**config.mk**
```make
export PLATFORM = sky130hd
export DESIGN_NAME = vpn_ctrl
export DESIGN_NICKNAME = d
export VERILOG_FILES = /design/src/design/vpn_pkg.sv /design/src/design/vpn_ctrl.sv
export SDC_FILE = /design/constraint.sdc
export NUM_CORES = 1
export LEC_CHECK = 0
export ABC_CLOCK_PERIOD_IN_PS = 2950
export BUFFER_PORTS_ARGS = -buffer_cell sky130_fd_sc_hd__buf_2
export CORE_AREA = 2 2 39 41
export DETAILED_ROUTE_END_ITERATION = 10
export DIE_AREA = 0 0 41 43
export GPL_ROUTABILITY_DRIVEN = 0
export PLACE_DENSITY_LB_ADDON = 0.1
export SYNTH_ARGS = -nofsm -noshare
export SYNTH_HDL_FRONTEND = slang
export SYNTH_SLANG_ARGS = --single-unit
```
**constraint.sdc**
```tcl
create_clock -name clk -period 2.95 [get_ports clk]
set_input_delay 0.4425 -clock clk [delete_from_list [all_inputs] [get_ports clk]]
set_output_delay 0.4425 -clock clk [all_outputs]
set_load 0.05 [all_outputs]
```
**src/design/vpn_pkg.sv**
```systemverilog
// shared types, constants and helper functions for the voss pink noise generator
// no dependencies; imported by vpn_ctrl, vpn_dp and voss_pink_noise_generator
package vpn_pkg;

  // twister geometry and constants
  localparam int TW_WORDS = 624;
  localparam int TW_AW = 10;
  localparam int TW_SHIFT = 397;
  localparam logic [31:0] TW_MATRIX = 32'h9908B0DF;
  localparam logic [31:0] TW_INIT_MULT = 32'd1812433253;
  localparam logic [31:0] TW_DEFAULT_SEED = 32'd5489;

  // default parameter values
  localparam int RANGE_BITS_DEF = 16;

  // field and register widths
  localparam int RANGE_W = 17;
  localparam int START_W = 16;
  localparam int K_W = 16;
  localparam int OUT_W = 18;
  localparam int SUM_W = 22;
  localparam int DK_W = 20;
  localparam int SEED_W = 32;
  localparam int TDATA_IN_W = 32;
  localparam int TDATA_OUT_W = 24;

  // register indexes and reset values
  localparam logic CFG_RANGE = 1'b0;
  localparam logic CFG_START = 1'b1;
  localparam logic [RANGE_W-1:0] RANGE_RESET = 17'd128;
  localparam logic [START_W-1:0] START_RESET = 16'd0;

  // input kinds
  localparam logic KIND_NOISE = 1'b0;
  localparam logic KIND_SEED = 1'b1;

  // saturation bounds
  localparam logic signed [SUM_W-1:0] SUM_MAX = 22'sd524284;
  localparam logic signed [SUM_W-1:0] SUM_MIN = -22'sd524288;
  localparam logic signed [SUM_W-1:0] OUT_MAX = 22'sd131071;
  localparam logic signed [SUM_W-1:0] OUT_MIN = -22'sd131072;

  // controller states
  typedef enum logic [3:0] {
    ST_BOOT, ST_SEED_INIT, ST_SEED_MUL, ST_SEED_WR, ST_IDLE, ST_STEP_CHK, ST_DIV,
    ST_DIG, ST_TW_LOAD, ST_TW_RD, ST_TW_WR, ST_DRAW_RD, ST_DRAW_USE, ST_STEP_ACC,
    ST_FINISH, ST_SEED_ACK
  } vpn_state_t;

  // commands from controller to datapath
  typedef struct packed {
    logic boot;
    logic take_seed;
    logic seed_init;
    logic seed_mul;
    logic seed_wr;
    logic noise_init;
    logic div_start;
    logic div_step;
    logic dig;
    logic tw_load;
    logic tw_rd;
    logic tw_wr;
    logic draw_rd;
    logic draw_use;
    logic step_acc;
    logic out_noise;
    logic out_seed;
  } vpn_cmd_t;

  // status from datapath to controller
  typedef struct packed {
    logic ctr_last;
    logic k_zero;
    logic step_max;
    logic div_done;
    logic tw_empty;
    logic out_free;
  } vpn_stat_t;

  // mt19937 output tempering
  function automatic logic [31:0] vpn_temper(input logic [31:0] x);
    logic [31:0] y;
    y = x ^ (x >> 11);
    y = y ^ ((y << 7) & 32'h9D2C5680);
    y = y ^ ((y << 15) & 32'hEFC60000);
    y = y ^ (y >> 18);
    return y;
  endfunction

endpackage

```
**src/design/vpn_ctrl.sv**
```systemverilog
// controller state machine for the voss pink noise generator
// depends on vpn_pkg; drives vpn_dp through command and status structs
module vpn_ctrl (
  input  logic               clk,
  input  logic               rst,
  input  logic               s_tvalid,
  input  logic               kind,
  output logic               s_tready,
  input  vpn_pkg::vpn_stat_t st,
  output vpn_pkg::vpn_cmd_t  cmd
);
  import vpn_pkg::*;

  vpn_state_t state, state_next;
  logic ack, ack_next;

  // state register
  always_ff @(posedge clk) begin
    if (rst) begin
      state <= ST_BOOT;
      ack <= 1'b0;
    end else begin
      state <= state_next;
      ack <= ack_next;
    end
  end

  // next state and commands
  always_comb begin
    state_next = state;
    ack_next = ack;
    cmd = '0;
    s_tready = 1'b0;
    case (state)
      ST_BOOT: begin
        cmd.boot = 1'b1;
        state_next = ST_SEED_INIT;
      end
      ST_SEED_INIT: begin
        cmd.seed_init = 1'b1;
        state_next = ST_SEED_MUL;
      end
      ST_SEED_MUL: begin
        cmd.seed_mul = 1'b1;
        state_next = ST_SEED_WR;
      end
      ST_SEED_WR: begin
        cmd.seed_wr = 1'b1;
        if (st.ctr_last) state_next = ack ? ST_SEED_ACK : ST_IDLE;
        else state_next = ST_SEED_MUL;
      end
      ST_IDLE: begin
        s_tready = 1'b1;
        if (s_tvalid) begin
          if (kind == KIND_SEED) begin
            cmd.take_seed = 1'b1;
            ack_next = 1'b1;
            state_next = ST_SEED_INIT;
          end else begin
            cmd.noise_init = 1'b1;
            state_next = ST_STEP_CHK;
          end
        end
      end
      ST_STEP_CHK: begin
        if (st.k_zero || st.step_max) state_next = ST_FINISH;
        else begin
          cmd.div_start = 1'b1;
          state_next = ST_DIV;
        end
      end
      ST_DIV: begin
        cmd.div_step = 1'b1;
        if (st.div_done) state_next = ST_DIG;
      end
      ST_DIG: begin
        cmd.dig = 1'b1;
        state_next = st.tw_empty ? ST_TW_LOAD : ST_DRAW_RD;
      end
      ST_TW_LOAD: begin
        cmd.tw_load = 1'b1;
        state_next = ST_TW_RD;
      end
      ST_TW_RD: begin
        cmd.tw_rd = 1'b1;
        state_next = ST_TW_WR;
      end
      ST_TW_WR: begin
        cmd.tw_wr = 1'b1;
        state_next = st.ctr_last ? ST_DRAW_RD : ST_TW_RD;
      end
      ST_DRAW_RD: begin
        cmd.draw_rd = 1'b1;
        state_next = ST_DRAW_USE;
      end
      ST_DRAW_USE: begin
        cmd.draw_use = 1'b1;
        state_next = ST_STEP_ACC;
      end
      ST_STEP_ACC: begin
        cmd.step_acc = 1'b1;
        state_next = ST_STEP_CHK;
      end
      ST_FINISH: begin
        if (st.out_free) begin
          cmd.out_noise = 1'b1;
          state_next = ST_IDLE;
        end
      end
      ST_SEED_ACK: begin
        if (st.out_free) begin
          cmd.out_seed = 1'b1;
          ack_next = 1'b0;
          state_next = ST_IDLE;
        end
      end
      default: state_next = ST_BOOT;
    endcase
  end

  // result loads only into a free output register
  a_out_free: assert property (@(posedge clk) disable iff (rst)
    (cmd.out_noise || cmd.out_seed) |-> st.out_free)
    else $error("result loaded into a full output register");

  // a division start is followed by division steps
  a_div_seq: assert property (@(posedge clk) disable iff (rst)
    cmd.div_start |=> cmd.div_step)
    else $error("division start not followed by a step");

  // a reseed transaction starts the seeding pass
  a_reseed: assert property (@(posedge clk) disable iff (rst)
    (s_tvalid && s_tready && kind == KIND_SEED) |=> state == ST_SEED_INIT && ack)
    else $error("reseed transaction did not start seeding");

  // a draw never happens on an exhausted twister
  a_draw: assert property (@(posedge clk) disable iff (rst)
    cmd.draw_rd |-> !st.tw_empty)
    else $error("draw from exhausted twister state");

endmodule

```
==> impl_metrics.ini <==
[routing]
ant_nets = 0
drt_iter0_drc = 10
drc = 0
first_pass_iters = 4
wl_um = 1330
vias = 632
wire_per_inst_um = 11.2
vias_per_cell = 5.31

[pwr]
powerDensity_nw_per_um2 = 575
irDropWorstVdd_mv = 0.426
power_uw = 382
power.leakage_nw = 0.306

[timing]
skew_ns = 0.00138
fin_crit_ns = 2.17
period_share = 0.735
rsz0062_at_grt = false
finalHoldViolCount = 0
setup_violations = 0
worst_pin_slew_ns = 0.578
maxSlewViolCount = 0
fin_setup_tns_ns = 0
relSlewSlack = 0.614
setup_slack_ns = 0.781
timing.fmax_mhz = 461

[logic_synthesis]
ys_seq_elements = 5
synthDistinctLibCells = 26
yosys_warnings = 0
syn_avg_cell_area_um2 = 6.72
postSynthCellCount = 79
synth_nets = 89
synthesis.area_um2 = 531
ys_seq_area_frac = 0.189

[clock_tree]
cts_buffer_depth = 2
post_cts_resized = 0
ctsHoldBuffers = 0
cts_setup_buffers = 0
worstSkewPairLatency_ns = 0.25
cts-root-buf = clkbuf_4
cts_tree = built
cts_buffers = 3
clock-sinks = 5
clk_pin_slew_ns = 0.04
htree_levels = 1

[setup_path]
critPathMaxFanout = 14
r2r-end = state[0]$_SDFFE_PP0P_
rr_startpoint = state[3]$_SDFFE_PP0P_
cp.required_ns = 2.51
critPathArrivalTime_ns = 1.73
path_class = reg -> out
critPathLaunchType = register
end_kind = output pin
worstRegToRegCells = 4
reg2reg_slack_ns = 1.43

[cells_and_area]
layout.area.seq_um2 = 100
nets = 114
stdcell_area_um2 = 664
syn2layout_area_growth_pct = 25.2
n_antenna_cell = 0
layoutNonFillerInstCount = 119
fillers = 152
multi_input_area_um2 = 372
layout-drive-gt1-share = 0.320

[run]
cap_violations = 0

[placed_design]
portBuffers = 27
placed_area_um2 = 638
place_ws_ns = 1.05
hpwl_um = 1010
place_inst = 115

[grt]
grt_pass1_wl_um = 2260
grt_max_degree = 20
grt_pass1_vias = 530
track_usage = 0.188
antenna_found_initial = 0
grt_overflow = 0

[floorplanning]
pin_count = 28
core_um2 = 1380
die_h_um = 43
start_util = 0.383
rows = 14
fp.dieW_um = 41
dieArea_um2 = 1760

[min_path]
min_to = state[2]$_SDFFE_PP0P_
min_path_type = in -> reg
hold_depth = 2
min-delay-start = rst

[status]
outcome = complete, no violations
-- worst max-delay path, stage by stage, from the launching register on --
cell	delay, ns
dfxtp_1	0.59
nand2b_4	0.11
nor3_1	0.31
nand3_1	0.15
inv_1	0.06
buf_2	0.25
-- routing by layer --
metal | track usage | vias to the layer above | share of wire
li1 | - | 328 | -
met2 | 0.247 | 20 | 0.46
met4 | 0.0667 | 0 | 0.012
met5 | 0 | - | 0
met1 | 0.265 | 281 | 0.45
met3 | 0.0838 | 3 | 0.076
-- where the power goes --
group / internal [mW] / switching (mW)
registers: 0.0772 / 0.0374
clock network: 0.0513 / 0.0300
logic: 0.0639 / 0.123
-- stage by stage --
stage                util  hold WS, ns
finish              0.480        0.424
global placement    0.461        0.566
global route        0.480        0.430
CTS                 0.480        0.420
detailed placement  0.461        0.569
floorplan               -        0.461
-- Yosys cell counts --
| master | instances | area share |
|---|---|---|
| nand2b_1 | 3 | 0.035 |
| nor2_1 | 13 | 0.092 |
| nor3_1 | 6 | 0.057 |
| o31a_1 | 2 | 0.033 |
| nand2_1 | 6 | 0.042 |
| o21ai_0 | 7 | 0.066 |
| buf_6 | 2 | 0.042 |
| a2111o_1 | 1 | 0.021 |
| nor2b_1 | 3 | 0.035 |
| o22ai_1 | 1 | 0.012 |
| nor3b_1 | 3 | 0.042 |
| a21oi_1 | 3 | 0.028 |
| clkbuf_1 | 2 | 0.014 |
| nand2b_4 | 2 | 0.052 |
| buf_2 | 2 | 0.019 |
| a31oi_1 | 4 | 0.047 |
| nor4_1 | 1 | 0.012 |
| inv_1 | 3 | 0.021 |
| or2_1 | 1 | 0.012 |
| o21bai_1 | 1 | 0.014 |
| nand3_1 | 4 | 0.038 |
| o2111a_1 | 1 | 0.021 |
| o211ai_2 | 1 | 0.024 |
| dfxtp_1 | 5 | 0.19 |
| o221ai_1 | 1 | 0.017 |
| buf_4 | 1 | 0.014 |
-- worst max path at each step --
stage | from | end | slack, ns | cells after the start
detailed placement | state[2]$_SDFFE_PP0P_ | cmd[15] | 1.05 | 5
CTS | state[2]$_SDFFE_PP0P_ | cmd[15] | 0.77 | 5
floorplan | state[1]$_SDFFE_PP0P_ | cmd[11] | 0.01 | 4
finish | state[2]$_SDFFE_PP0P_ | cmd[15] | 0.78 | 5
global route | state[2]$_SDFFE_PP0P_ | cmd[15] | 0.56 | 5
global placement | state[2]$_SDFFE_PP0P_ | cmd[15] | 1.09 | 5
-- sequential cells by signal, indices dropped and copies added (netlist names) --
name and cells:
state 4, ack 1
-- cells by family (layout without fill, tap and decap cells) --
logic type / after synthesis / after routing / share of synthesized area
and+or+nand+nor: 42 / 42 / 0.417
AOI/OAI and AO/OA: 22 / 22 / 0.283
buffers and inverters: 10 / 34 / 0.111
DFF: 5 / 5 / 0.189
-- layout make-up --
type | count | share of cell area
repair buffers | 27 | 0.203
clock buffers | 4 | 0.0395
well taps | 16 | 0.0301
inverters | 3 | 0.0169
multi-input cells | 64 | 0.559
flip-flops and latches | 5 | 0.151
-- layout by cell type, fill, tap and decap left out --
cell type / Yosys / layout
a2111o_1: 1 / 1
a21oi_1: 3 / 3
a31oi_1: 4 / 4
buf_2: 2 / 27
clkbuf_1: 2 / 1
clkbuf_4: 0 / 3
dfxtp_1: 5 / 5
inv_1: 3 / 3
nand2_1: 6 / 6
nand2b_1: 3 / 3
nand2b_4: 2 / 2
nand3_1: 4 / 4
nor2_1: 13 / 13
nor2b_1: 3 / 3
nor3_1: 6 / 6
nor3b_1: 3 / 3
nor4_1: 1 / 1
o2111a_1: 1 / 1
o211ai_2: 1 / 1
o21ai_0: 7 / 7
o21bai_1: 1 / 1
o221ai_1: 1 / 1
o22ai_1: 1 / 1
o31a_1: 2 / 2
or2_1: 1 / 1
No activity file was read; power rests on OpenSTA's default activity.
